==> config.mk <==
export PLATFORM = sky130hd
export DESIGN_NAME = trbd_queue
export DESIGN_NICKNAME = d
export VERILOG_FILES = /design/src/rtl/core/trbd_pkg.sv /design/src/rtl/core/trbd_queue.sv
export SDC_FILE = /design/constraint.sdc
export NUM_CORES = 1
export LEC_CHECK = 0
export BUFFER_PORTS_ARGS = -buffer_cell sky130_fd_sc_hd__buf_4
export CAP_MARGIN = 20
export CORE_MARGIN = 2
export CORE_UTILIZATION = 50
export CTS_CLUSTER_DIAMETER = 120
export DETAILED_ROUTE_END_ITERATION = 8
export MAX_ROUTING_LAYER = met4
export PLACE_DENSITY = 0.75
export SLEW_MARGIN = 20
export SYNTH_ARGS = -nofsm -noshare
export SYNTH_HDL_FRONTEND = slang
export SYNTH_SLANG_ARGS = --single-unit
==> constraint.sdc <==
create_clock -name i_clk -period 3.6 [get_ports i_clk]
set_input_delay 0.54 -clock i_clk [delete_from_list [all_inputs] [get_ports i_clk]]
set_output_delay 0.54 -clock i_clk [all_outputs]
set_load 0.02 [all_outputs]
==> src/rtl/core/trbd_pkg.sv <==
// Shared types, constants and codes for the tight rectangle byte decoder.
package trbd_pkg;

    // Sizing constants.
    localparam int PALETTE_DEPTH = 256;
    localparam int COORD_BITS    = 12;
    localparam int ADDRESS_BITS  = 24;
    localparam int PAL_AW        = $clog2(PALETTE_DEPTH);
    localparam int LEN_BITS      = 22;
    localparam int QUEUE_DEPTH   = 4;
    localparam int Q_AW          = $clog2(QUEUE_DEPTH);
    localparam int FW_BITS       = COORD_BITS + 1;
    localparam int ROWBASE_BITS  = 2 * FW_BITS;
    localparam int SIZE_BITS     = 2 * COORD_BITS + 3;

    // Control byte codes (high nibble) and the palette filter code.
    localparam logic [3:0] CTRL_FILL      = 4'h8;
    localparam logic [3:0] CTRL_JPEG      = 4'h9;
    localparam logic [7:0] FILTER_PALETTE = 8'h01;

    // Error codes.
    localparam logic ERR_JPEG    = 1'b0;
    localparam logic ERR_INVALID = 1'b1;

    // Configuration register indexes.
    localparam logic [2:0] REG_RECT_LEFT   = 3'd0;
    localparam logic [2:0] REG_RECT_TOP    = 3'd1;
    localparam logic [2:0] REG_RECT_WIDTH  = 3'd2;
    localparam logic [2:0] REG_RECT_HEIGHT = 3'd3;
    localparam logic [2:0] REG_FRAME_WIDTH = 3'd4;
    localparam logic [2:0] REG_COMP_FLOOR  = 3'd5;

    // Result kinds.
    typedef enum logic [2:0] {
        KIND_PIXEL    = 3'd0,
        KIND_FILL     = 3'd1,
        KIND_COMP     = 3'd2,
        KIND_RESETS   = 3'd3,
        KIND_ERROR    = 3'd4,
        KIND_RECT_END = 3'd5
    } t_kind;

    // Parser phases.
    typedef enum logic [3:0] {
        PH_CTRL, PH_FILL, PH_FILTER, PH_NCOLORS, PH_PALETTE, PH_RAW,
        PH_INDEXED, PH_LEN1, PH_LEN2, PH_LEN3, PH_COMP, PH_HALT
    } t_phase;

    // Main operation of a queued command.
    typedef enum logic [2:0] {
        OP_NONE, OP_PIX, OP_PIX8, OP_BITS, OP_FILL, OP_COMP, OP_ERR
    } t_op;

    // Back end sequencer states.
    typedef enum logic [2:0] {
        B_IDLE, B_RST, B_PREP, B_MAIN, B_END
    } t_bstate;

    // Configuration registers as seen by the datapath.
    typedef struct packed {
        logic [COORD_BITS-1:0] left;
        logic [COORD_BITS-1:0] top;
        logic [COORD_BITS-1:0] width;
        logic [COORD_BITS-1:0] height;
        logic [FW_BITS-1:0]    fwidth;
        logic [7:0]            floor_size;
    } t_cfg;

    // One classified input byte, handed from front to back.
    typedef struct packed {
        logic [3:0]            rst_mask;
        t_op                   op;
        logic                  rect_end;
        logic [23:0]           data;
        logic [3:0]            count;
        logic [COORD_BITS-1:0] col;
        logic [COORD_BITS-1:0] row;
        logic [1:0]            sid;
        logic                  pp;
        logic                  pe;
        logic                  ec;
    } t_cmd;

    // Palette write port.
    typedef struct packed {
        logic        we;
        logic [7:0]  idx;
        logic [23:0] data;
    } t_palw;

    // Back end status seen by the front.
    typedef struct packed {
        logic idle;
    } t_bstat;

endpackage

==> src/rtl/core/trbd_queue.sv <==
// Short command queue between the parser front and the result back end.
module trbd_queue (
    input  logic          i_clk,
    input  logic          i_rst_n,
    input  logic          i_push,
    input  trbd_pkg::t_cmd i_cmd,
    input  logic          i_pop,
    output trbd_pkg::t_cmd o_cmd,
    output logic          o_empty,
    output logic          o_full
);
    import trbd_pkg::*;

    t_cmd            r_slot [QUEUE_DEPTH];
    logic [Q_AW-1:0] r_wptr;
    logic [Q_AW-1:0] r_rptr;
    logic [Q_AW:0]   r_count;

    // Pointer and fill count bookkeeping.
    always_ff @(posedge i_clk) begin
        if (!i_rst_n) begin
            r_wptr  <= '0;
            r_rptr  <= '0;
            r_count <= '0;
        end else begin
            if (i_push) begin
                r_wptr <= r_wptr + 1'b1;
            end
            if (i_pop) begin
                r_rptr <= r_rptr + 1'b1;
            end
            if (i_push && !i_pop) begin
                r_count <= r_count + 1'b1;
            end else if (!i_push && i_pop) begin
                r_count <= r_count - 1'b1;
            end
        end
    end

    // Storage slots.
    always_ff @(posedge i_clk) begin
        if (i_push) begin
            r_slot[r_wptr] <= i_cmd;
        end
    end

    assign o_cmd   = r_slot[r_rptr];
    assign o_empty = (r_count == '0);
    assign o_full  = (r_count == (Q_AW+1)'(QUEUE_DEPTH));
endmodule

======== After elaboration in Yosys (flattened, before gate mapping) ========
Memories as Yosys holds them, arrays and structs flattened. A register that Yosys moved wholly into a read port is not among the register bits.
Index checks and enable logic that the tools add are counted.
word-level totals
  register bits ........................... 7
  word-level logic and storage cells ...... 21
  bits in writable memories ............... 260
  input port bits ......................... 69
  output and inout port bits .............. 67
  memories kept ........................... 1
memories
  memory  depth  width  read ports  clocked after memory_dff  wr ports  line              RTL
  r_slot  4      65     1           1                         1         trbd_queue.sv:14  t_cmd r_slot [QUEUE_DEPTH];
operators by class
  mux-type cells .......................... 6
  reduce and logical (&&, ||, !) cells .... 6
  $add $sub $neg .......................... 4
  equal/unequal tests ..................... 1
operator list
  kind                                               count
  two-way mux 3 bit                                  2
  adder 2 x 1 -> 2 bit (second input constant)       2
  two-way mux 2 bit                                  2
  adder 3 x 1 -> 3 bit (second input constant)       1
  equality test 3 bit (second input constant)        1
  zero test 3 bit                                    1
  subtractor 3 x 1 -> 3 bit (second input constant)  1
  logical AND 1 bit                                  2
  zero test 1 bit                                    2
  two-way mux 1 bit                                  2
  nonzero test 2 bit                                 1

======== Depth between registers and ports, before layout ========
  depth after elaboration ................. 4
  depth in mapped cells ................... 7
  mapped depth without buffers ............ 7

======== Worst setup path after synthesis ========
No wires, ideal clock.
  kind .................................... input-to-reg
  start ................................... input port i_push
  end ..................................... memory r_slot[0][0] in the netlist's numbering (enable)
  library setup time ...................... 430 ps
  slack ................................... 1,101 ps
  stages .................................. 1
  buffers on the path ..................... 0
  arrival ................................. 2,069 ps
  data required time ...................... 3,170 ps
  path through ............................ and2_1
between the ends
  longest elaborated chain between the ends .. 2
ends and longest elaborated chain
  element                                  line              RTL
  start: declaration                       trbd_queue.sv:5   input logic i_push,
  two-way mux 1 bit                        trbd_queue.sv:42  if (i_push) begin
  two-way mux 1 bit (not written as such)  trbd_queue.sv:43  r_slot[r_wptr] <= i_cmd;
  end: declaration                         trbd_queue.sv:14
No other way between the ends.

==> results.cfg <==
[timing]
maxClockFrequency_mhz = 355
finalSetupViolCount = 0
hold_slack_ns = 0.212
maxSlewHeadroom_pct = 32.1
tightestPinTransition_ns = 1.02
finalCritPeriodShare_pct = 78.4
skew_ns = 0.0127
min_period_ns = 2.82
slew_violations = 0
setup_ws_ns = 0.779
setup_tns_ns = 0
rsz0062_at_grt = false
finalHoldViolCount = 0

[finish]
nNetsFinal = 610
final_cell_area_um2 = 12000
syn_to_final_growth_pct = 21.8
drive_gt1_share_pct = 43.9
nFillCells = 1376
register_area_um2 = 8000
multi_input_area_um2 = 1720
antennaDiodeCount = 0

[floorplan]
die_area_um2 = 20900
start_util_pct = 50.9
ios = 136
die_x_um = 144
die-height_um = 144
coreArea_um2 = 19400
rows = 51

[routing]
dr_total_vias = 4387
wirelength_mm = 17.4
via_per_inst = 5.34
drt-initial-drc-count = 267
dr.pass1.iters = 6
ant_nets = 0
drc = 0
wl_per_cell_um = 21.2

[setup_path]
cp_max_fo = 24
cp.depth = 3
worst-setup-path-type = reg2out
path_cells = buf_4, mux4_2, buf_4
crit_top_cell = buf_4
slowest_stage = dfxtp_4
cp.required_ns = 3.06
end_kind = output pin
crit_path_start_kind = register
critical_path_buf_inv_count = 2
arrival_ns = 2.28
max_stage_delay_ns = 0.68
cp_top_family = flip-flops
worstRegToRegCells = 3

[logic_synthesis]
synth-edff-count = 260
synth_area_leaders = edfxtp_1 (79%), mux4_2 (15%), dfxtp_1 (1.8%)
synth.avg_cell_area_um2 = 25.8
yosys_warnings = 0
ys_types = 22
synth_area_um2 = 9870
yosysSeqAreaShare_pct = 80.9
synthArstFlopShare_pct = 0
synth_top_area_share_pct = 79.1
synth_seq_cells = 269
synth_nets = 457
synth_commonest_cells = edfxtp_1 (260), mux4_2 (65), and2_1 (9), dfxtp_1 (9), buf_2 (6)
post-synth-top-count-cell = edfxtp_1
ys.flop_type = edfxtp_1
netlist_instances = 382
netlist.top_cell.by_area = edfxtp_1

[power_and_ir_drop]
totalPowerFinal_w = 0.00730
power_leakage_nw = 4.06
ir_worst_vdd_mv = 0.319
powerDensity_nw_per_um2 = 607

[place]
place_area_um2 = 11100
io_buffers = 135
routabilityCongestion = 0.683
hpwl_mm = 10.0
place_ws_ns = 1.26

[global_routing]
grt_antenna_before_repair = 0
grt_pass1_wl_mm = 26.1
globalRoute.totalOverflow = 0
grt_use_total_pct = 17.3
grt_max_degree = 66
grt_pass1_vias = 4718

[clock_tree]
cts_tree = done
numCtsBuffers = 27
clkTransAtPathRegs_ns = 0.06
clkLatencyLatePin_ns = 0.53
cts_resized = 0
cts_root_buf = clkbuf_16
postCtsSetupBuffers = 0
htreeDepth = 1
cts_sinks = 269
cts_buffer_depth = 3
hold_buffers = 0

[worst_hold_path]
min_path_cells = 1
hold_path_class = in2reg

[run_status]
outcome = completed

[flow_run]
drv_cap = 0
[placed cells by master (no fill, tap or decap), types with 3 or more instances in the layout]
master and instances:
clkbuf_1 7, and2_4 4, mux4_2 65, bufinv_16 5, dfxtp_1 7, clkinv_1 8, xor2_1 3, and2_1 5
edfxtp_1 260, ha_1 5, clkbuf_16 27, inv_1 4, buf_4 137
[where the power goes]
group,switching (W),internal [W],total (W),leakage (nW)
registers,0.0000813,0.00360,0.00368,2.46
logic,0.000406,0.000386,0.000792,1.16
clock network,0.00109,0.00173,0.00283,0.437
[path summary, 6_finish.rpt]
path	start	end	slack, ns
setup / recovery	register	o_cmd[44]	0.78
hold reg to reg	r_count[2]	r_count[2]	0.56
hold / removal	i_cmd[3]	r_slot[1][3]	0.21
setup reg to reg	r_wptr[0]	r_slot[0][33]	1.79
[per-layer routing]
metal	part of all wire, %	track usage (%)	vias up
li1	-	-	1933
met1	41	22.2	2305
met5	0	-	-
met3	7.1	4.40	25
met4	1.5	4.29	0
met2	50	28.0	124
[metrics by stage]
stage	utilization [%]	instances
2_1_floorplan	-	382
3_3_place_gp	57.3	771
3_5_place_dp	57.3	771
4_1_cts	62.0	821
5_1_grt	62.0	821
6_report	62.0	821
[layout make-up]
type / instances / share of cell area (%)
multi-input combinational: 95 / 14.3
inverter: 4 / 0.125
sequential: 269 / 66.5
timing repair buffer: 138 / 8.72
clock buffer: 34 / 5.84
clock inverter: 16 / 1.69
tap: 265 / 2.76
[sequential cells by signal (all words and copies together), names as in the netlist, named ones only]
signal / cells
r_count: 3
r_rptr: 2
r_slot: 260
r_wptr: 2
[kinds of logic (layout without fill, tap and decap cells)]
| logic type | Yosys count | count (layout) | synth area share, % |
|---|---|---|---|
| flip-flops | 269 | 269 | 80.9 |
| multiplexers | 67 | 67 | 15.0 |
| AO/OA/AOI/OAI | 2 | 2 | 0.127 |
| buffers and inverters | 18 | 192 | 1.70 |
| adder cells (fa/ha/maj) | 6 | 6 | 0.837 |
| AND/OR/NAND/NOR | 15 | 15 | 0.925 |
| XOR/XNOR | 5 | 5 | 0.444 |
Power figures use the tool's default switching activity.
