<file path="config.mk">
export PLATFORM = sky130hd
export DESIGN_NAME = trbd_back
export DESIGN_NICKNAME = d
export VERILOG_FILES = /design/src/rtl/core/trbd_pkg.sv /design/src/rtl/core/trbd_back.sv
export SDC_FILE = /design/constraint.sdc
export NUM_CORES = 1
export LEC_CHECK = 0
export BUFFER_PORTS_ARGS = -buffer_cell sky130_fd_sc_hd__buf_2
export CELL_PAD_IN_SITES_DETAIL_PLACEMENT = 1
export CELL_PAD_IN_SITES_GLOBAL_PLACEMENT = 2
export CORE_AREA = 4 4 202 352
export CTS_CLUSTER_SIZE = 24
export DETAILED_ROUTE_END_ITERATION = 8
export DIE_AREA = 0 0 206 356
export PLACE_DENSITY_LB_ADDON = 0.1
export SLEW_MARGIN = 20
export SYNTH_ARGS = -nofsm -noshare
export SYNTH_HDL_FRONTEND = slang
export SYNTH_SLANG_ARGS = --single-unit
</file>
<file path="constraint.sdc">
create_clock -name i_clk -period 10.2 [get_ports i_clk]
set_input_delay 1.02 -clock i_clk [delete_from_list [all_inputs] [get_ports i_clk]]
set_output_delay 1.02 -clock i_clk [all_outputs]
set_load 0.02 [all_outputs]
</file>
<file path="src/rtl/core/trbd_pkg.sv">
// Shared types, constants and codes for the tight rectangle byte decoder.
package trbd_pkg;

    // Sizing constants.
    localparam int PALETTE_DEPTH = 256;
    localparam int COORD_BITS    = 12;
    localparam int ADDRESS_BITS  = 24;
    localparam int PAL_AW        = $clog2(PALETTE_DEPTH);
    localparam int LEN_BITS      = 22;
    localparam int QUEUE_DEPTH   = 4;
    localparam int Q_AW          = $clog2(QUEUE_DEPTH);
    localparam int FW_BITS       = COORD_BITS + 1;
    localparam int ROWBASE_BITS  = 2 * FW_BITS;
    localparam int SIZE_BITS     = 2 * COORD_BITS + 3;

    // Control byte codes (high nibble) and the palette filter code.
    localparam logic [3:0] CTRL_FILL      = 4'h8;
    localparam logic [3:0] CTRL_JPEG      = 4'h9;
    localparam logic [7:0] FILTER_PALETTE = 8'h01;

    // Error codes.
    localparam logic ERR_JPEG    = 1'b0;
    localparam logic ERR_INVALID = 1'b1;

    // Configuration register indexes.
    localparam logic [2:0] REG_RECT_LEFT   = 3'd0;
    localparam logic [2:0] REG_RECT_TOP    = 3'd1;
    localparam logic [2:0] REG_RECT_WIDTH  = 3'd2;
    localparam logic [2:0] REG_RECT_HEIGHT = 3'd3;
    localparam logic [2:0] REG_FRAME_WIDTH = 3'd4;
    localparam logic [2:0] REG_COMP_FLOOR  = 3'd5;

    // Result kinds.
    typedef enum logic [2:0] {
        KIND_PIXEL    = 3'd0,
        KIND_FILL     = 3'd1,
        KIND_COMP     = 3'd2,
        KIND_RESETS   = 3'd3,
        KIND_ERROR    = 3'd4,
        KIND_RECT_END = 3'd5
    } t_kind;

    // Parser phases.
    typedef enum logic [3:0] {
        PH_CTRL, PH_FILL, PH_FILTER, PH_NCOLORS, PH_PALETTE, PH_RAW,
        PH_INDEXED, PH_LEN1, PH_LEN2, PH_LEN3, PH_COMP, PH_HALT
    } t_phase;

    // Main operation of a queued command.
    typedef enum logic [2:0] {
        OP_NONE, OP_PIX, OP_PIX8, OP_BITS, OP_FILL, OP_COMP, OP_ERR
    } t_op;

    // Back end sequencer states.
    typedef enum logic [2:0] {
        B_IDLE, B_RST, B_PREP, B_MAIN, B_END
    } t_bstate;

    // Configuration registers as seen by the datapath.
    typedef struct packed {
        logic [COORD_BITS-1:0] left;
        logic [COORD_BITS-1:0] top;
        logic [COORD_BITS-1:0] width;
        logic [COORD_BITS-1:0] height;
        logic [FW_BITS-1:0]    fwidth;
        logic [7:0]            floor_size;
    } t_cfg;

    // One classified input byte, handed from front to back.
    typedef struct packed {
        logic [3:0]            rst_mask;
        t_op                   op;
        logic                  rect_end;
        logic [23:0]           data;
        logic [3:0]            count;
        logic [COORD_BITS-1:0] col;
        logic [COORD_BITS-1:0] row;
        logic [1:0]            sid;
        logic                  pp;
        logic                  pe;
        logic                  ec;
    } t_cmd;

    // Palette write port.
    typedef struct packed {
        logic        we;
        logic [7:0]  idx;
        logic [23:0] data;
    } t_palw;

    // Back end status seen by the front.
    typedef struct packed {
        logic idle;
    } t_bstat;

endpackage

</file>
<file path="src/rtl/core/trbd_back.sv">
// Result back end: expands queued commands into output beats.
module trbd_back (
    input  logic                     i_clk,
    input  logic                     i_rst_n,
    input  trbd_pkg::t_cfg           i_cfg,
    input  trbd_pkg::t_cmd           i_cmd,
    input  logic                     i_q_empty,
    output logic                     o_pop,
    output trbd_pkg::t_bstat         o_bstat,
    input  trbd_pkg::t_palw          i_palw,
    output logic                     o_ram_re,
    output logic [trbd_pkg::PAL_AW-1:0] o_ram_raddr,
    input  logic [23:0]              i_ram_rdata,
    output logic                     o_valid,
    input  logic                     i_ready,
    output logic [2:0]               o_kind,
    output logic [trbd_pkg::ADDRESS_BITS-1:0] o_pixel_address,
    output logic [23:0]              o_color,
    output logic [7:0]               o_payload_byte,
    output logic [1:0]               o_stream_id,
    output logic                     o_palette_payload,
    output logic [3:0]               o_reset_mask,
    output logic                     o_error_code,
    output logic                     o_payload_end,
    output logic                     o_last
);
    import trbd_pkg::*;

    t_bstate                 r_state, n_state;
    t_cmd                    r_cmd;
    logic [ROWBASE_BITS-1:0] r_rowbase;
    logic [2:0]              r_k, n_k;
    logic [PALETTE_DEPTH-1:0] r_pvalid;
    logic [23:0]             r_pal0;
    logic [23:0]             r_pal1;

    logic                    r_o_valid;
    logic [2:0]              r_o_kind;
    logic [ADDRESS_BITS-1:0] r_o_addr;
    logic [23:0]             r_o_color;
    logic [7:0]              r_o_pbyte;
    logic [1:0]              r_o_sid;
    logic                    r_o_pp;
    logic [3:0]              r_o_mask;
    logic                    r_o_ec;
    logic                    r_o_pe;
    logic                    r_o_last;

    logic                    out_free;
    logic                    emit;
    t_kind                   e_kind;
    logic [ADDRESS_BITS-1:0] e_addr;
    logic [23:0]             e_color;
    logic [7:0]              e_pbyte;
    logic [1:0]              e_sid;
    logic                    e_pp;
    logic [3:0]              e_mask;
    logic                    e_ec;
    logic                    e_pe;
    logic                    e_last;
    logic                    is_pix;
    logic                    pix_last;
    logic [2:0]              bsel;
    logic                    idx_ok;
    logic [23:0]             pix_color;

    assign out_free      = !r_o_valid || i_ready;
    assign o_pop         = (r_state == B_IDLE) && !i_q_empty;
    assign o_bstat.idle  = (r_state == B_IDLE);
    assign o_ram_re      = (r_state == B_PREP);
    assign o_ram_raddr   = r_cmd.data[PAL_AW-1:0];

    // Pixel color for the current pixel of the command.
    always_comb begin
        is_pix   = (r_cmd.op == OP_PIX) || (r_cmd.op == OP_PIX8) || (r_cmd.op == OP_BITS);
        pix_last = ({1'b0, r_k} + 4'd1) == r_cmd.count;
        bsel     = 3'd7 - r_k;
        idx_ok   = {1'b0, r_cmd.data[7:0]} < 9'(PALETTE_DEPTH);
        case (r_cmd.op)
            OP_BITS:  pix_color = r_cmd.data[bsel] ? r_pal1 : r_pal0;
            OP_PIX8:  pix_color = (idx_ok && r_pvalid[r_cmd.data[PAL_AW-1:0]]) ?
                                  i_ram_rdata : 24'd0;
            default:  pix_color = r_cmd.data;
        endcase
    end

    // Sequencer: stream resets, then the main results, then rectangle end.
    always_comb begin
        n_state = r_state;
        n_k     = r_k;
        emit    = 1'b0;
        e_kind  = KIND_PIXEL;
        e_addr  = '0;
        e_color = '0;
        e_pbyte = '0;
        e_sid   = '0;
        e_pp    = 1'b0;
        e_mask  = '0;
        e_ec    = 1'b0;
        e_pe    = 1'b0;
        e_last  = 1'b0;
        case (r_state)
            B_IDLE: begin
                if (o_pop) begin
                    if (i_cmd.rst_mask != 4'd0) begin
                        n_state = B_RST;
                    end else if (i_cmd.op == OP_PIX || i_cmd.op == OP_PIX8 ||
                                 i_cmd.op == OP_BITS) begin
                        n_state = B_PREP;
                    end else if (i_cmd.op != OP_NONE) begin
                        n_state = B_MAIN;
                    end else begin
                        n_state = B_END;
                    end
                end
            end
            B_RST: begin
                emit   = out_free;
                e_kind = KIND_RESETS;
                e_mask = r_cmd.rst_mask;
                e_last = (r_cmd.op == OP_NONE) && !r_cmd.rect_end;
                if (out_free) begin
                    if (is_pix) begin
                        n_state = B_PREP;
                    end else if (r_cmd.op != OP_NONE) begin
                        n_state = B_MAIN;
                    end else if (r_cmd.rect_end) begin
                        n_state = B_END;
                    end else begin
                        n_state = B_IDLE;
                    end
                end
            end
            B_PREP: begin
                n_k     = '0;
                n_state = B_MAIN;
            end
            B_MAIN: begin
                emit = out_free;
                case (r_cmd.op)
                    OP_FILL: begin
                        e_kind  = KIND_FILL;
                        e_color = r_cmd.data;
                    end
                    OP_COMP: begin
                        e_kind  = KIND_COMP;
                        e_pbyte = r_cmd.data[7:0];
                        e_sid   = r_cmd.sid;
                        e_pp    = r_cmd.pp;
                        e_pe    = r_cmd.pe;
                    end
                    OP_ERR: begin
                        e_kind = KIND_ERROR;
                        e_ec   = r_cmd.ec;
                    end
                    default: begin
                        e_kind  = KIND_PIXEL;
                        e_color = pix_color;
                        e_addr  = ADDRESS_BITS'(r_rowbase) + ADDRESS_BITS'(i_cfg.left)
                                + ADDRESS_BITS'(r_cmd.col) + ADDRESS_BITS'(r_k);
                    end
                endcase
                e_last = !r_cmd.rect_end && (!is_pix || pix_last);
                if (out_free) begin
                    if (is_pix && !pix_last) begin
                        n_k = r_k + 1'b1;
                    end else begin
                        n_state = r_cmd.rect_end ? B_END : B_IDLE;
                    end
                end
            end
            B_END: begin
                emit   = out_free;
                e_kind = KIND_RECT_END;
                e_last = 1'b1;
                if (out_free) begin
                    n_state = B_IDLE;
                end
            end
            default: begin
                n_state = B_IDLE;
            end
        endcase
    end

    // Sequencer control registers and palette bookkeeping.
    always_ff @(posedge i_clk) begin
        if (!i_rst_n) begin
            r_state   <= B_IDLE;
            r_k       <= '0;
            r_o_valid <= 1'b0;
            r_pvalid  <= '0;
            r_pal0    <= '0;
            r_pal1    <= '0;
        end else begin
            r_state <= n_state;
            r_k     <= n_k;
            if (emit) begin
                r_o_valid <= 1'b1;
            end else if (i_ready) begin
                r_o_valid <= 1'b0;
            end
            if (i_palw.we) begin
                r_pvalid[i_palw.idx[PAL_AW-1:0]] <= 1'b1;
                if (i_palw.idx == 8'd0) begin
                    r_pal0 <= i_palw.data;
                end
                if (i_palw.idx == 8'd1) begin
                    r_pal1 <= i_palw.data;
                end
            end
        end
    end

    // Command capture, row base product and the output register.
    always_ff @(posedge i_clk) begin
        if (o_pop) begin
            r_cmd <= i_cmd;
        end
        if (r_state == B_PREP) begin
            r_rowbase <= ROWBASE_BITS'(FW_BITS'(i_cfg.top) + FW_BITS'(r_cmd.row))
                       * ROWBASE_BITS'(i_cfg.fwidth);
        end
        if (emit) begin
            r_o_kind  <= e_kind;
            r_o_addr  <= e_addr;
            r_o_color <= e_color;
            r_o_pbyte <= e_pbyte;
            r_o_sid   <= e_sid;
            r_o_pp    <= e_pp;
            r_o_mask  <= e_mask;
            r_o_ec    <= e_ec;
            r_o_pe    <= e_pe;
            r_o_last  <= e_last;
        end
    end

    assign o_valid           = r_o_valid;
    assign o_kind            = r_o_kind;
    assign o_pixel_address   = r_o_addr;
    assign o_color           = r_o_color;
    assign o_payload_byte    = r_o_pbyte;
    assign o_stream_id       = r_o_sid;
    assign o_palette_payload = r_o_pp;
    assign o_reset_mask      = r_o_mask;
    assign o_error_code      = r_o_ec;
    assign o_payload_end     = r_o_pe;
    assign o_last            = r_o_last;
endmodule

</file>
## Yosys cells after proc, flatten, opt, wreduce, memory -nomap -nowiden

Cells that the tools add are included.

- Register bits after elaboration: 469
- Logic and storage cells: 127

- Add/sub/neg operators: 7
- Multipliers: 1
- Magnitude comparators: 4
- Equal/unequal tests: 21
- Multiplexer cells: 31
- Bitwise operators: 2
- Reductions and logical operators: 33

Operators by type and width:

| kind | count |
|---|---|
| 256-bit bitwise OR | 1 |
| 24-bit one-hot mux with 2 select lines | 2 |
| 24-bit by 12-bit adder with 24-bit output | 2 |
| 24-bit two-way mux | 2 |
| 3-bit two-way mux | 13 |
| 24-bit by 3-bit adder with 24-bit output | 1 |
| 13-bit by 13-bit multiplier with 24-bit output | 1 |
| 3-bit by 2-bit == test with 1-bit output (second input constant) | 6 |
| 8-bit by 9-bit < comparator with 1-bit output (second input constant) | 2 |
| 3-bit one-hot mux with 3 select lines | 2 |
| 3-bit one-hot mux with 5 select lines | 1 |
| 12-bit by 12-bit adder with 13-bit output | 1 |
| 3-bit == test (second input constant) | 4 |
| 2-bit inequality test (second input constant) | 6 |
| 3-bit by 1-bit == test with 1-bit output (second input constant) | 3 |
| 1-bit binary-select mux with 8-bit select | 1 |
| 1-bit demux with 8-bit select | 1 |
| 8-bit by 1-bit == test with 1-bit output (second input constant) | 1 |
| 8-bit by 1-bit >= comparator with 1-bit output (second input constant) | 1 |
| 8-bit logical NOT | 1 |
| 2-bit AND reduction | 4 |
| 3-bit logical NOT | 2 |
| 1-bit logical OR | 6 |
| 3-bit by 6-bit < comparator with 1-bit output (second input constant) | 1 |
| 19 further kinds | 34 |

## Depth between registers and ports, before layout

- Depth in word-level cells: 7
- Gate-level depth with buffers: 29
- Depth with buffers taken out: 28

## Worst setup path after synthesis

Ideal clock, no wire load.

- Kind: input -> output
- Start point: input port i_q_empty
- End point: output port o_pop
- Arrival: 7.713 ns
- Path slack: 1.467 ns
- Stages on the path: 1
- Path buffers: 0
- Path through: nor4_1

- Longest elaborated chain between the ends: 2

RTL lines:

| element | RTL line | RTL |
|---|---|---|
| start, declared | trbd_back.sv:7 | `input logic i_q_empty,` |
| 1-bit logical NOT | trbd_back.sv:68 | `assign o_pop = (r_state == B_IDLE) && !i_q_empty;` |
| 1-bit logical AND | trbd_back.sv:68 |  |
| end, declared | trbd_back.sv:8 | `output logic o_pop,` |

Every way passes these cells.

## Worst setup path in the final report

- Start point: input port i_cfg[46] (netlist bit)
- End point: register r_rowbase[23] (data pin)

- Longest elaborated chain between the ends: 2

RTL lines:

| element | RTL line | RTL |
|---|---|---|
| start, declared | trbd_back.sv:5 | `input trbd_pkg::t_cfg i_cfg,` |
| 12-bit by 12-bit adder with 13-bit output | trbd_back.sv:221 | `r_rowbase <= ROWBASE_BITS'(FW_BITS'(i_cfg.top) + FW_BITS'(r_cmd.row))` |
| 13-bit by 13-bit multiplier with 24-bit output | trbd_back.sv:222 | `* ROWBASE_BITS'(i_cfg.fwidth);` |
| end signal, assigned | trbd_back.sv:221 |  |
| end, declared | trbd_back.sv:31 | `logic [ROWBASE_BITS-1:0] r_rowbase;` |

Every way passes these cells.
A chain may end at the register's enable or synchronous reset.

==> flow_summary.yaml <==
status:
  outcome: "completed"
clock_tree:
  ctsHoldBuffers: 0
  cts_buffer_depth: 3
  root_buffer: "clkbuf_16"
  cts_max_level: 2
  clk_pin_slew_ns: 0.06
  cts_made_buffers: 49
  post_cts_resized: 0
  cts_tree: "yes"
  cts.sinks: 469
  clk_latency_ns: 0.60
  postCtsSetupBuffers: 0
worst_setup_path:
  crit_path_max_fanout: 5
  worstPathArrival_ns: 8.54
  start_kind: "input pin"
  slowest_stage: "a2111oi_0"
  required_ns: 10.51
  slowest_delay_ns: 0.61
  worst-setup-path-type: "in2reg"
  cp_common_cell: "fa_1"
  cp-end-kind: "register"
detailed_routing:
  avgViaCountPerCell: 5.28
  drt-total-wl_um: 81700
  wl_per_cell_um: 22.0
  drt_iter0_markers: 772
  route.detailed.drc: 0
  drtAntennaViolNets: 0
  drt_first_pass_iters: 5
  vias: 19600
placed_design:
  port_buffers: 243
  dp_hpwl_um: 59700
  dp_slack_ns: 1.21
  gp_congestion: 0.789
finish:
  seq_area_sq_um: 11000
  multi_input_area_sq_um: 13500
  layout-drive-gt1-share: 0.165
  mostFrequentLayoutCell: "dfxtp_1"
  fin_nets: 3193
  syn_to_final_growth_pct: 14.9
  nFillCells: 7734
  final_cell_mix: "dfxtp_1, nor2_1, buf_2"
timing:
  layout_min_cycle_time_ns: 8.23
  finalClockSkew_ns: 0.0164
  period_share: 0.807
  relSlewSlack: 0.272
  finalSetupViolCount: 0
  worstMarginPinSlew_ns: 1.09
  worst_slack_ns: 1.97
  fmax_mhz: 122
  hold_viol: 0
  fin_tns_setup_ns: 0
  drv_slew: 0
  rsz0062_at_grt: "false"
global_routing:
  globalRouteMet1Util: 0.237
  grt_overflow_total: 0
  grt_max_degree: 93
  use_met3: 0.0278
  grt_use_met2: 0.441
  grt_antenna_before_repair: 0
  grt_usage: 0.221
  grt_pass1_vias: 21900
  busiest_layer: "met2"
  grt_first_pass_wirelength_um: 126000
floorplan:
  start_util: 0.377
  fp.dieW_um: 206
  fp.coreArea_sq_um: 68300
  die_y_um: 356
  pin_count: 276
  fp.dieArea_sq_um: 73300
  rows: 127
synthesis:
  ys_seq_elements: 469
  synth_nets: 3014
  netlist_area_sq_um: 25800
  synthCells: 2584
  synth.distinct_cells: 63
  synth_edf_count: 158
  synth-seq-area-share: 0.426
  yosysWarnings: 0
  avgSynthCellArea_sq_um: 9.98
  async_reset_ff_frac: 0
  synth-main-ff-cell: "dfxtp_1"
flow_run:
  max_cap_violations: 0
hold_path:
  worstHoldPathType: "reg2reg"
## registers in the layout, indices dropped and copies added, names as in the netlist
| register | flops |
|---|---|
| r_pvalid | 256 |
| r_cmd | 57 |
| o_color | 24 |
| o_pixel_address | 24 |
| r_pal0 | 24 |
| r_pal1 | 24 |
| r_rowbase | 24 |
| o_payload_byte | 8 |
| o_ram_raddr | 8 |
| o_reset_mask | 4 |
| o_kind | 3 |
| r_k | 3 |
| r_state | 3 |
| o_stream_id | 2 |
| o_error_code | 1 |
| o_last | 1 |
| o_palette_payload | 1 |
| o_payload_end | 1 |
| o_valid | 1 |
## per-layer routing
| layer | vias up | wire length [um] | part of all wire |
|---|---|---|---|
| met1 | 9972 | 30200 | 0.37 |
| met5 | - | 0 | 0 |
| met4 | 0 | 2600 | 0.032 |
| li1 | 9114 | - | - |
| met3 | 118 | 2920 | 0.036 |
| met2 | 386 | 46000 | 0.56 |
## kinds of logic (layout without fill, tap and decap cells)
logic type / count (synthesis) / after routing / share of synthesized area
AO/OA/AOI/OAI: 470 / 470 / 0.109
XOR/XNOR: 43 / 43 / 0.0146
adder cells (fa/ha/maj): 235 / 235 / 0.154
buffers and inverters: 368 / 588 / 0.0568
flip-flops: 469 / 469 / 0.426
multiplexers: 117 / 117 / 0.0790
other: 0 / 1 / 0
AND/OR/NAND/NOR: 882 / 882 / 0.161
## Yosys cell counts, drive strengths merged, types with 14 or more instances
library cell  count  area (sq um)
clkbuf          127           477
inv             208           781
ha               99          1240
nand3            32           160
nor3             35           175
nor4             15          93.8
nand2           222           833
and2             98           613
a21oi           237          1190
xnor2            29           254
xor2             14           123
nor2b            97           607
nor2            305          1140
buf              31           200
a31oi            38           253
mux2i            46           460
nand2b           20           125
o21a             72           541
o21ai            50           250
mux4             69          1550
or3              15          93.8
dfxtp           311          6230
fa              136          2720
edfxtp          158          4740
## critical path: cells and delay by family
| family | cells | cell delay [ns] |
|---|---|---|
| simple gates | 2 | 0.38 |
| fa+ha+maj | 7 | 3.29 |
| compound gates | 10 | 2.91 |
| xor+xnor | 2 | 0.61 |
| buf+inv | 5 | 0.33 |
## stage by stage
step,area [sq um],util,hold WS [ns],instances
2_1_floorplan,25800,-,0.431,2584
3_3_place_gp,27900,0.408,0.441,3614
3_5_place_dp,27900,0.408,0.448,3615
4_1_cts,29600,0.433,0.456,3707
5_1_grt,29600,0.434,0.470,3707
6_report,29600,0.434,0.455,3708
## final cells by class
class / instances / share of cell area
antenna: 1 / 0.0000845
clock buffer: 65 / 0.0470
clock inverter: 27 / 0.0107
inverter: 210 / 0.0267
multi-input combinational: 1747 / 0.455
sequential: 469 / 0.370
tap: 903 / 0.0381
timing repair buffer: 286 / 0.0523
## path summary, 6_finish.rpt
kind	to	depth (start not counted)	slack (ns)	startpoint
worst max-delay path	r_rowbase[23]$_DFFE_PP_	26	1.97	i_cfg[46]
worst min-delay path	r_pal0[8]$_SDFFE_PN0P_	2	0.45	r_pal0[8]$_SDFFE_PN0P_
worst max register to register	r_rowbase[23]$_DFFE_PP_	25	2.10	r_cmd[6]$_DFFE_PP_
worst min register to register	r_pal0[8]$_SDFFE_PN0P_	2	0.45	r_pal0[8]$_SDFFE_PN0P_
Power is not shown: default switching activity piles up to over one toggle a cycle in this logic, so the estimate is an artifact.
