### config.mk
export PLATFORM = sky130hd
export DESIGN_NAME = trbd_front
export DESIGN_NICKNAME = d
export VERILOG_FILES = /design/src/rtl/core/trbd_pkg.sv /design/src/rtl/core/trbd_front.sv
export SDC_FILE = /design/constraint.sdc
export NUM_CORES = 1
export LEC_CHECK = 0
export BUFFER_PORTS_ARGS = -buffer_cell sky130_fd_sc_hd__buf_2
export CORE_ASPECT_RATIO = 0.7
export CORE_MARGIN = 3
export CORE_UTILIZATION = 60
export CTS_CLUSTER_DIAMETER = 60
export DETAILED_ROUTE_END_ITERATION = 8
export GPL_TIMING_DRIVEN = 0
export PLACE_DENSITY = 0.82
export SETUP_SLACK_MARGIN = 0.2
export SLEW_MARGIN = 30
export SYNTH_ARGS = -nofsm -noshare
export SYNTH_HDL_FRONTEND = slang
export SYNTH_SLANG_ARGS = --single-unit
### constraint.sdc
create_clock -name i_clk -period 14.64 [get_ports i_clk]
set_input_delay 0 -clock i_clk [delete_from_list [all_inputs] [get_ports i_clk]]
set_output_delay 0 -clock i_clk [all_outputs]
set_load 0.005 [all_outputs]
### src/rtl/core/trbd_pkg.sv
// Shared types, constants and codes for the tight rectangle byte decoder.
package trbd_pkg;

    // Sizing constants.
    localparam int PALETTE_DEPTH = 256;
    localparam int COORD_BITS    = 12;
    localparam int ADDRESS_BITS  = 24;
    localparam int PAL_AW        = $clog2(PALETTE_DEPTH);
    localparam int LEN_BITS      = 22;
    localparam int QUEUE_DEPTH   = 4;
    localparam int Q_AW          = $clog2(QUEUE_DEPTH);
    localparam int FW_BITS       = COORD_BITS + 1;
    localparam int ROWBASE_BITS  = 2 * FW_BITS;
    localparam int SIZE_BITS     = 2 * COORD_BITS + 3;

    // Control byte codes (high nibble) and the palette filter code.
    localparam logic [3:0] CTRL_FILL      = 4'h8;
    localparam logic [3:0] CTRL_JPEG      = 4'h9;
    localparam logic [7:0] FILTER_PALETTE = 8'h01;

    // Error codes.
    localparam logic ERR_JPEG    = 1'b0;
    localparam logic ERR_INVALID = 1'b1;

    // Configuration register indexes.
    localparam logic [2:0] REG_RECT_LEFT   = 3'd0;
    localparam logic [2:0] REG_RECT_TOP    = 3'd1;
    localparam logic [2:0] REG_RECT_WIDTH  = 3'd2;
    localparam logic [2:0] REG_RECT_HEIGHT = 3'd3;
    localparam logic [2:0] REG_FRAME_WIDTH = 3'd4;
    localparam logic [2:0] REG_COMP_FLOOR  = 3'd5;

    // Result kinds.
    typedef enum logic [2:0] {
        KIND_PIXEL    = 3'd0,
        KIND_FILL     = 3'd1,
        KIND_COMP     = 3'd2,
        KIND_RESETS   = 3'd3,
        KIND_ERROR    = 3'd4,
        KIND_RECT_END = 3'd5
    } t_kind;

    // Parser phases.
    typedef enum logic [3:0] {
        PH_CTRL, PH_FILL, PH_FILTER, PH_NCOLORS, PH_PALETTE, PH_RAW,
        PH_INDEXED, PH_LEN1, PH_LEN2, PH_LEN3, PH_COMP, PH_HALT
    } t_phase;

    // Main operation of a queued command.
    typedef enum logic [2:0] {
        OP_NONE, OP_PIX, OP_PIX8, OP_BITS, OP_FILL, OP_COMP, OP_ERR
    } t_op;

    // Back end sequencer states.
    typedef enum logic [2:0] {
        B_IDLE, B_RST, B_PREP, B_MAIN, B_END
    } t_bstate;

    // Configuration registers as seen by the datapath.
    typedef struct packed {
        logic [COORD_BITS-1:0] left;
        logic [COORD_BITS-1:0] top;
        logic [COORD_BITS-1:0] width;
        logic [COORD_BITS-1:0] height;
        logic [FW_BITS-1:0]    fwidth;
        logic [7:0]            floor_size;
    } t_cfg;

    // One classified input byte, handed from front to back.
    typedef struct packed {
        logic [3:0]            rst_mask;
        t_op                   op;
        logic                  rect_end;
        logic [23:0]           data;
        logic [3:0]            count;
        logic [COORD_BITS-1:0] col;
        logic [COORD_BITS-1:0] row;
        logic [1:0]            sid;
        logic                  pp;
        logic                  pe;
        logic                  ec;
    } t_cmd;

    // Palette write port.
    typedef struct packed {
        logic        we;
        logic [7:0]  idx;
        logic [23:0] data;
    } t_palw;

    // Back end status seen by the front.
    typedef struct packed {
        logic idle;
    } t_bstat;

endpackage

### src/rtl/core/trbd_front.sv
// Parser front end: accepts stream bytes, tracks phase and emits commands.
module trbd_front (
    input  logic            i_clk,
    input  logic            i_rst_n,
    input  trbd_pkg::t_cfg  i_cfg,
    input  logic            i_valid,
    output logic            o_ready,
    input  logic [7:0]      i_data_byte,
    input  logic            i_q_full,
    input  logic            i_q_empty,
    input  trbd_pkg::t_bstat i_bstat,
    output logic            o_push,
    output trbd_pkg::t_cmd  o_cmd,
    output trbd_pkg::t_palw o_palw
);
    import trbd_pkg::*;

    t_phase                r_phase, n_phase;
    logic [1:0]            r_stream, n_stream;
    logic                  r_pmode, n_pmode;
    logic [8:0]            r_ccount, n_ccount;
    logic [15:0]           r_asm, n_asm;
    logic [1:0]            r_cnt, n_cnt;
    logic [7:0]            r_pidx, n_pidx;
    logic [LEN_BITS-1:0]   r_len, n_len;
    logic [LEN_BITS-1:0]   r_bcnt, n_bcnt;
    logic [COORD_BITS-1:0] r_col, n_col;
    logic [COORD_BITS-1:0] r_row, n_row;

    logic                  accept;
    logic                  hdr_pm;
    logic [FW_BITS-1:0]    hdr_m;
    logic [SIZE_BITS-1:0]  hdr_prod;
    logic [SIZE_BITS-1:0]  hdr_size;
    logic                  hdr_small;
    logic                  hdr_zero;
    logic                  pix_bits;
    logic [FW_BITS-1:0]    pix_diff;
    logic [3:0]            pix_k;
    logic                  pix_rowend;
    logic [COORD_BITS-1:0] pix_rownext;
    logic                  pix_rectend;

    // Palette bytes wait until the back end no longer reads the palette.
    always_comb begin
        o_ready = !i_q_full;
        if (r_phase == PH_PALETTE && !(i_q_empty && i_bstat.idle)) begin
            o_ready = 1'b0;
        end
    end
    assign accept = i_valid && o_ready;

    // Payload size check that decides raw data against a length header.
    always_comb begin
        hdr_pm = (r_phase == PH_PALETTE);
        if (hdr_pm && r_ccount <= 9'd2) begin
            hdr_m = (FW_BITS'(i_cfg.width) + FW_BITS'(7)) >> 3;
        end else begin
            hdr_m = FW_BITS'(i_cfg.width);
        end
        hdr_prod = SIZE_BITS'(hdr_m) * SIZE_BITS'(i_cfg.height);
        hdr_size = hdr_pm ? hdr_prod : (hdr_prod + (hdr_prod << 1));
        hdr_small = hdr_size < SIZE_BITS'(i_cfg.floor_size);
        hdr_zero  = (hdr_prod == '0);
    end

    // Pixels this byte yields before its row ends, and where that leaves us.
    always_comb begin
        pix_bits = (r_phase == PH_INDEXED) && (r_ccount <= 9'd2);
        pix_diff = FW_BITS'(i_cfg.width) - FW_BITS'(r_col);
        if (!pix_bits || i_cfg.width <= r_col) begin
            pix_k      = 4'd1;
            pix_rowend = (FW_BITS'(r_col) + FW_BITS'(1)) >= FW_BITS'(i_cfg.width);
        end else begin
            pix_k      = (pix_diff >= FW_BITS'(8)) ? 4'd8 : pix_diff[3:0];
            pix_rowend = (pix_diff <= FW_BITS'(8));
        end
        pix_rownext = r_row + 1'b1;
        pix_rectend = pix_rowend && (pix_rownext >= i_cfg.height);
    end

    // Phase machine: next state and command for the accepted byte.
    always_comb begin
        n_phase  = r_phase;
        n_stream = r_stream;
        n_pmode  = r_pmode;
        n_ccount = r_ccount;
        n_asm    = r_asm;
        n_cnt    = r_cnt;
        n_pidx   = r_pidx;
        n_len    = r_len;
        n_bcnt   = r_bcnt;
        n_col    = r_col;
        n_row    = r_row;
        o_push   = 1'b0;
        o_cmd    = '0;
        o_cmd.op = OP_NONE;
        o_palw   = '0;
        if (accept) begin
            case (r_phase)
                PH_CTRL: begin
                    o_cmd.rst_mask = i_data_byte[3:0];
                    o_push = (i_data_byte[3:0] != 4'd0);
                    if (i_data_byte[7:4] == CTRL_FILL) begin
                        n_cnt   = 2'd0;
                        n_asm   = '0;
                        n_phase = PH_FILL;
                    end else if (i_data_byte[7:4] >= CTRL_JPEG) begin
                        o_cmd.op = OP_ERR;
                        o_cmd.ec = (i_data_byte[7:4] == CTRL_JPEG) ? ERR_JPEG : ERR_INVALID;
                        o_push   = 1'b1;
                        n_phase  = PH_HALT;
                    end else begin
                        n_stream = i_data_byte[5:4];
                        if (i_data_byte[6]) begin
                            n_phase = PH_FILTER;
                        end else begin
                            n_pmode = 1'b0;
                            if (hdr_small) begin
                                n_asm = '0;
                                n_cnt = 2'd0;
                                n_col = '0;
                                n_row = '0;
                                if (hdr_zero) begin
                                    o_cmd.rect_end = 1'b1;
                                    o_push  = 1'b1;
                                    n_phase = PH_CTRL;
                                end else begin
                                    n_phase = PH_RAW;
                                end
                            end else begin
                                n_phase = PH_LEN1;
                            end
                        end
                    end
                end
                PH_FILL: begin
                    if (r_cnt < 2'd2) begin
                        n_asm = {r_asm[7:0], i_data_byte};
                        n_cnt = r_cnt + 1'b1;
                    end else begin
                        o_cmd.op       = OP_FILL;
                        o_cmd.data     = {r_asm, i_data_byte};
                        o_cmd.rect_end = 1'b1;
                        o_push  = 1'b1;
                        n_phase = PH_CTRL;
                    end
                end
                PH_FILTER: begin
                    if (i_data_byte == FILTER_PALETTE) begin
                        n_pmode = 1'b1;
                        n_phase = PH_NCOLORS;
                    end else begin
                        n_pmode = 1'b0;
                        if (hdr_small) begin
                            n_asm = '0;
                            n_cnt = 2'd0;
                            n_col = '0;
                            n_row = '0;
                            if (hdr_zero) begin
                                o_cmd.rect_end = 1'b1;
                                o_push  = 1'b1;
                                n_phase = PH_CTRL;
                            end else begin
                                n_phase = PH_RAW;
                            end
                        end else begin
                            n_phase = PH_LEN1;
                        end
                    end
                end
                PH_NCOLORS: begin
                    n_ccount = {1'b0, i_data_byte} + 9'd1;
                    n_cnt    = 2'd0;
                    n_pidx   = '0;
                    n_asm    = '0;
                    n_phase  = PH_PALETTE;
                end
                PH_PALETTE: begin
                    if (r_cnt < 2'd2) begin
                        n_asm = {r_asm[7:0], i_data_byte};
                        n_cnt = r_cnt + 1'b1;
                    end else begin
                        o_palw.we   = ({1'b0, r_pidx} < 9'(PALETTE_DEPTH));
                        o_palw.idx  = r_pidx;
                        o_palw.data = {r_asm, i_data_byte};
                        n_cnt  = 2'd0;
                        n_pidx = r_pidx + 1'b1;
                        // The last color of the palette closes the header.
                        if ({1'b0, r_pidx} + 9'd1 == r_ccount) begin
                            if (hdr_small) begin
                                n_asm = '0;
                                n_cnt = 2'd0;
                                n_col = '0;
                                n_row = '0;
                                if (hdr_zero) begin
                                    o_cmd.rect_end = 1'b1;
                                    o_push  = 1'b1;
                                    n_phase = PH_CTRL;
                                end else begin
                                    n_phase = PH_INDEXED;
                                end
                            end else begin
                                n_phase = PH_LEN1;
                            end
                        end
                    end
                end
                PH_RAW, PH_INDEXED: begin
                    if (r_phase == PH_RAW && r_cnt < 2'd2) begin
                        n_asm = {r_asm[7:0], i_data_byte};
                        n_cnt = r_cnt + 1'b1;
                    end else begin
                        n_cnt = 2'd0;
                        if (r_phase == PH_RAW) begin
                            o_cmd.op   = OP_PIX;
                            o_cmd.data = {r_asm, i_data_byte};
                        end else begin
                            o_cmd.op   = pix_bits ? OP_BITS : OP_PIX8;
                            o_cmd.data = {16'd0, i_data_byte};
                        end
                        o_cmd.count    = pix_k;
                        o_cmd.col      = r_col;
                        o_cmd.row      = r_row;
                        o_cmd.rect_end = pix_rectend;
                        o_push = 1'b1;
                        if (pix_rowend) begin
                            n_col = '0;
                            n_row = pix_rownext;
                            if (pix_rectend) begin
                                n_phase = PH_CTRL;
                            end
                        end else begin
                            n_col = r_col + COORD_BITS'(pix_k);
                        end
                    end
                end
                PH_LEN1, PH_LEN2, PH_LEN3: begin
                    if (r_phase == PH_LEN1) begin
                        n_len = LEN_BITS'(i_data_byte[6:0]);
                    end else if (r_phase == PH_LEN2) begin
                        n_len = r_len | (LEN_BITS'(i_data_byte[6:0]) << 7);
                    end else begin
                        n_len = r_len | (LEN_BITS'(i_data_byte) << 14);
                    end
                    if (r_phase == PH_LEN1 && i_data_byte[7]) begin
                        n_phase = PH_LEN2;
                    end else if (r_phase == PH_LEN2 && i_data_byte[7]) begin
                        n_phase = PH_LEN3;
                    end else begin
                        n_bcnt = '0;
                        if (n_len == '0) begin
                            o_cmd.rect_end = 1'b1;
                            o_push  = 1'b1;
                            n_phase = PH_CTRL;
                        end else begin
                            n_phase = PH_COMP;
                        end
                    end
                end
                PH_COMP: begin
                    n_bcnt     = r_bcnt + 1'b1;
                    o_cmd.op   = OP_COMP;
                    o_cmd.data = {16'd0, i_data_byte};
                    o_cmd.sid  = r_stream;
                    o_cmd.pp   = r_pmode;
                    o_push     = 1'b1;
                    if (n_bcnt == r_len) begin
                        o_cmd.pe       = 1'b1;
                        o_cmd.rect_end = 1'b1;
                        n_phase = PH_CTRL;
                    end
                end
                default: begin
                    // Halted after an error: bytes are taken and dropped.
                end
            endcase
        end
    end

    // Parser state registers.
    always_ff @(posedge i_clk) begin
        if (!i_rst_n) begin
            r_phase  <= PH_CTRL;
            r_stream <= '0;
            r_pmode  <= 1'b0;
            r_ccount <= '0;
            r_asm    <= '0;
            r_cnt    <= '0;
            r_pidx   <= '0;
            r_len    <= '0;
            r_bcnt   <= '0;
            r_col    <= '0;
            r_row    <= '0;
        end else begin
            r_phase  <= n_phase;
            r_stream <= n_stream;
            r_pmode  <= n_pmode;
            r_ccount <= n_ccount;
            r_asm    <= n_asm;
            r_cnt    <= n_cnt;
            r_pidx   <= n_pidx;
            r_len    <= n_len;
            r_bcnt   <= n_bcnt;
            r_col    <= n_col;
            r_row    <= n_row;
        end
    end
endmodule

== Word level (Yosys, flattened, before mapping) ==
Index checks and enable logic that the tools add are counted.

* Bits in writable memories: 0
* Memories kept: 0
* Output and inout port bits: 100
* Input port bits: 83
* Register bits after elaboration: 110
* Bits in latches: 0
* ROM bits: 0

* Shift-type cells: 0
* Add/subtract/negate cells: 11
* Bitwise gates (word level): 4
* Reduce and logical (&&, ||, !) cells: 36
* Equality and inequality tests: 33
* Order comparisons: 9
* Div/mod/pow operators: 0
* Multiply operators: 1
* Mux-type cells: 119

{| class="wikitable"
|+ Operators by type and width
! operator !! count
|-
| $mux W12 || 19
|-
| $mux W16 || 9
|-
| $mux W22 || 6
|-
| $mux W33 || 3
|-
| $pmux W12 S4 || 2
|-
| $pmux W16 S6 || 1
|-
| $mux W4 || 20
|-
| $pmux W24 S3 || 1
|-
| $mux W65 || 1
|-
| $mux W28 || 2
|-
| $mux W55 || 1
|-
| $pmux W22 S2 || 1
|-
| $pmux W4 S8 || 1
|-
| $mux W1 || 30
|-
| $ne A2 B2 Y1 const B || 14
|-
| $add A25 B26 Y27 || 1
|-
| $lt A27 B8 Y1 || 1
|-
| $mux W27 || 1
|-
| $logic_not A25 Y1 || 1
|-
| $mul A13 B12 Y25 || 1
|-
| $mux W24 || 1
|-
| $add A22 B1 Y22 const B || 1
|-
| $eq A22 B22 Y1 || 1
|-
| $logic_not A22 Y1 || 1
|-
| other kinds (54) || 93
|}

== Longest topological paths before layout ==
* Depth after elaboration: 13
* Depth in mapped cells: 45
* Mapped depth without buffers: 40

== Worst setup path before layout ==
No wires, ideal clock.

* Path kind: register to register
* Start: reg r_phase[3]
* End: reg r_col[0]
* Path slack: 4751 ps
* Period minus slack after synthesis: 9889 ps
* Stages on the path, launching flop included: 38
* Arrival time: 9772 ps
* Data required time: 14523 ps
* Path buffers: 7
* Cell sequence: dfxtp_1 -> clkbuf_1 -> nor4b_1 -> clkbuf_1 -> nand4_1 -> clkbuf_1 -> o31ai_1 -> clkbuf_1 -> nand2_1 -> fa_1 -> inv_1 -> fa_1 -> fa_1 -> fa_1 -> inv_1 -> fa_1 -> inv_1 -> ha_1 -> [2 not listed] -> a311oi_1 -> xnor2_1 -> ha_1 -> clkbuf_1 -> inv_1 -> a222oi_1 -> o21ai_0 -> or4_1 -> nor4_1 -> and4_1 -> nand4_1 -> a211o_1 -> or4b_1 -> o211ai_2 -> or2_0 -> buf_2 -> buf_2 -> nor2_1

* Longest elaborated chain between the ends: 12
* Elaborated cells between the ends (all ways): 41
* Those cells by class: 2 x add/sub; 1 x mul; 1 x order compare; 11 x eq/ne; 15 x mux; 11 x reduce/logical

{| class="wikitable"
|+ RTL lines
! what !! RTL line !! text
|-
| start, declared || trbd_front.sv:18 || <nowiki>t_phase r_phase, n_phase;</nowiki>
|-
| start signal, assigned || trbd_front.sv:296 || <nowiki>r_phase <= n_phase;</nowiki>
|-
| $eq A4 B3 Y1 || trbd_front.sv:47, trbd_front.sv:55, trbd_front.sv:100 ||
|-
| $logic_and A1 B1 Y1 || trbd_front.sv:56 || <nowiki>if (hdr_pm && r_ccount <= 9'd2) begin</nowiki>
|-
| $mux W12 || trbd_front.sv:56 ||
|-
| $mul A13 B12 Y25 || trbd_front.sv:61 || <nowiki>hdr_prod = SIZE_BITS'(hdr_m) * SIZE_BITS'(i_cfg.height);</nowiki>
|-
| $add A25 B26 Y27 || trbd_front.sv:62 || <nowiki>hdr_size = hdr_pm ? hdr_prod : (hdr_prod + (hdr_prod << 1));</nowiki>
|-
| $mux W27 || trbd_front.sv:62 ||
|-
| $lt A27 B8 Y1 || trbd_front.sv:63 || <nowiki>hdr_small = hdr_size < SIZE_BITS'(i_cfg.floor_size);</nowiki>
|-
| $mux W12 (4 in a row) || - ||
|-
| $pmux W12 S4 || trbd_front.sv:100 || <nowiki>case (r_phase)</nowiki>
|-
| end signal, assigned || trbd_front.sv:305 || <nowiki>r_col <= n_col;</nowiki>
|-
| end, declared || trbd_front.sv:27 || <nowiki>logic [COORD_BITS-1:0] r_col, n_col;</nowiki>
|}

Several ways; a longest one is shown, not always the timed one. The select of a mux whose other input is x is not followed.
A chain may end at the register's enable or synchronous reset.

==> run_results.csv <==
group,metric,value,unit
floorplanning,io_pins,183,
synthesis,synth.area.top_cells,"dfxtp_1 (14%), fa_1 (13%), ha_1 (12%)",
sta,min_period,12.67,ns
synthesis,syn-cell-area,15990,µm²
clock_tree,clk_pin_slew_worst_paths,0.09,ns
sta,rsz0062_at_grt,"false",
global_route,grt_max_degree,21,
run,cap_violations,0,
critical_path,crit_type,"reg -> out",
drt,drtIter0Drc,1888,
synthesis,synth_edf_count,0,
synthesis,synth_sequential_area_ratio,13.77,%
sta,tightest_slew,1.053,ns
clock_tree,cts_root_buffer,"clkbuf_16",
place,dp_hpwl,41410,µm
cells_and_area,finish.instance_area,17490,µm²
floorplanning,dieArea,28680,µm²
global_route,grt_pass1_vias,15634,
floorplanning,die_w,201.1,µm
sta,fin_crit_sh,86.53,%
drt,wire_per_inst,19.16,µm
cells_and_area,fin_util,67.44,%
sta,finalWorstSetupSlack,1.972,ns
synthesis,yosysWarnings,0,
global_route,grt-ovfl-total,0,
synthesis,synth_top_area_share,13.77,%
place,gp_congestion,1.003,
critical_path,crit_fanout,10,
clock_tree,cts_resized,0,
synthesis,synthCells,2162,
min_path,whs_path_depth,3,
global_route,antenna_found_initial,1,
sta,finalHoldViolCount,0,
sta,tns,0,ns
synthesis,yosysTopAreaCell,"dfxtp_1",
synthesis,avgSynthCellArea,7.398,µm²
cells_and_area,nNetsFinal,2656,
clock_tree,cts_buffers,9,
clock_tree,postCtsSetupBuffers,0,
critical_path,crit_arrival,12.67,ns
sta,clock_skew,0.01226,ns
place,post-place-ws,2.544,ns
drt,drc,0,
floorplanning,rows,49,
clock_tree,htreeDepth,3,
critical_path,cp_common_cell,"fa_1",
cells_and_area,diodes,0,
place,place_area,17160,µm²
clock_tree,cts_buffer_depth,2,
drt,drt-pass1-iter-count,6,
cells_and_area,layout-drive-gt1-share,8.848,%
drt,ant_nets,0,
critical_path,cp-start-kind,"flip-flop",
drt,vias_per_cell,6.254,
global_route,grt_usage,34.53,%
synthesis,synth_cell_types,93,
clock_tree,cts_sinks,110,
synthesis,async_flop_share,0,%
sta,fmax,78.94,MHz
sta,slew_violations,0,
floorplanning,core_area,25930,µm²
critical_path,reg2regPathDepth,36,
global_route,grt_use_met2,50.98,%
drt,num_vias,16723,
global_route,grt_pass1_wl,81140,µm
drt,wirelength,51220,µm
clock_tree,clk_latency,0.36,ns
sta,finalSetupViolations,0,
critical_path,worst_path_max_delay_cell,"o21ai_0",
global_route,use_met3,10.06,%
min_path,hp-class,"in -> reg",
global_route,grt-busiest-layer,"met2",
synthesis,synth_flop_cell,"dfxtp_1",
critical_path,required,14.64,ns
floorplanning,die-height,142.6,µm
sta,relSlewSlack,29.05,%
cells_and_area,area.growth.synth_to_final,9.349,%
critical_path,critPathMaxStageDelay,0.88,ns
clock_tree,cts_tree,"done",
synthesis,synthesis.nets,2506,
global_route,grtUsageMet1,50.22,%
floorplanning,start_util,61.67,%
synthesis,synth.ff_latch_count,110,
clock_tree,postCtsHoldBufs,0,
critical_path,endpoint_kind,"output pin",
place,port_buffers,139,
outcome,status,"completed",
## cell usage after synthesis, drive strengths merged (15+ instances only)
library cell,n
xor2,31
xnor2,68
nor4,22
ha,157
and3,43
fa,104
clkbuf,95
a21o,33
a31oi,16
dfxtp,110
nand2,252
inv,239
nand2b,22
nand4,41
o211ai,24
a22o,20
o21ai,95
a211oi,27
buf,15
o21a,19
mux2i,17
nand3,48
nor2,180
and2,94
a21oi,144
nor3,76
## worst max-delay path, delay by kind of cell, from the launching register on
kind                       cells  cell delay [ns]
AOI/OAI and AO/OA              8             3.12
xor gates and xnor gates       1             0.23
adders and majority gates      7             3.39
buffers and inverters          9             1.99
DFF                            1             0.31
and+or+nand+nor               10             3.25
## layout make-up
type                       instances  area [µm²]
buffer                           110       444.2
clock buffer                       9       225.2
clock inverter                     7       88.84
fill                            2261        8444
inverter                         241       904.6
multi-input combinational       1701       12480
sequential                       110        2202
tap                              357       446.7
timing repair buffer             139       695.7
## cells in the final DEF, fill, tap and decap left out, types with 8 or more instances in the layout
cell type / n
nand2b_1: 21
nand4_1: 41
o22ai_1: 8
o21a_1: 19
mux2i_1: 17
a22o_1: 20
fa_1: 104
o31ai_1: 8
and2_1: 93
ha_1: 157
nor3_1: 73
xnor2_1: 68
or2_2: 8
xor2_1: 30
clkbuf_1: 95
and3_1: 43
nand3_1: 48
o21bai_1: 8
a31oi_1: 16
dfxtp_1: 110
a311oi_1: 8
buf_2: 146
o211ai_1: 23
a21o_1: 33
o21ai_0: 92
or3_1: 9
nor2b_1: 9
a211oi_1: 27
nand2_1: 251
nor4_1: 18
inv_1: 238
clkbuf_16: 9
a21oi_1: 144
nor2_1: 179
## worst paths after layout
path | end | from | slack [ns]
max reg2reg | r_asm[14] | r_phase[3] | 2.17
min | r_len[15] | i_data_byte[1] | 0.05
min reg2reg | r_stream[0] | r_stream[0] | 0.51
max | o_cmd[57] | r_phase[3] | 1.97
## per-stage QoR
step	std cells	hold slack (ns)
2_1_floorplan	2162	0.03966
3_3_place_gp	2658	0.2401
3_5_place_dp	2658	0.2434
4_1_cts	2674	0.04833
5_1_grt	2674	0.04790
6_report	2674	0.05165
## sequential cells by signal, indices dropped and copies added (netlist names)
signal and flops:
r_bcnt 22, r_len 22, r_asm 16, r_col 12
r_row 12, r_ccount 9, r_pidx 8, r_phase 4
r_cnt 2, r_stream 2, r_pmode 1
## cells by family (layout without fill, tap and decap cells)
kind of cell / Yosys count / after routing / synth area share (%)
AOI/OAI and AO/OA: 486 / 486 / 20.11
xor gates and xnor gates: 100 / 100 / 5.609
adders and majority gates: 261 / 261 / 25.30
buffers and inverters: 351 / 506 / 8.433
DFF: 110 / 110 / 13.77
muxes: 17 / 17 / 1.064
and+or+nand+nor: 837 / 837 / 25.71
## per-layer routing
metal  part of all wire (%)  up-vias
met5                  0.025        -
met2                     41      983
met4                    2.1        2
met3                     13      108
met1                     44     7882
li1                       -     7748
Power is not shown: default switching activity piles up to over one toggle a cycle in this logic, so the estimate is an artifact.
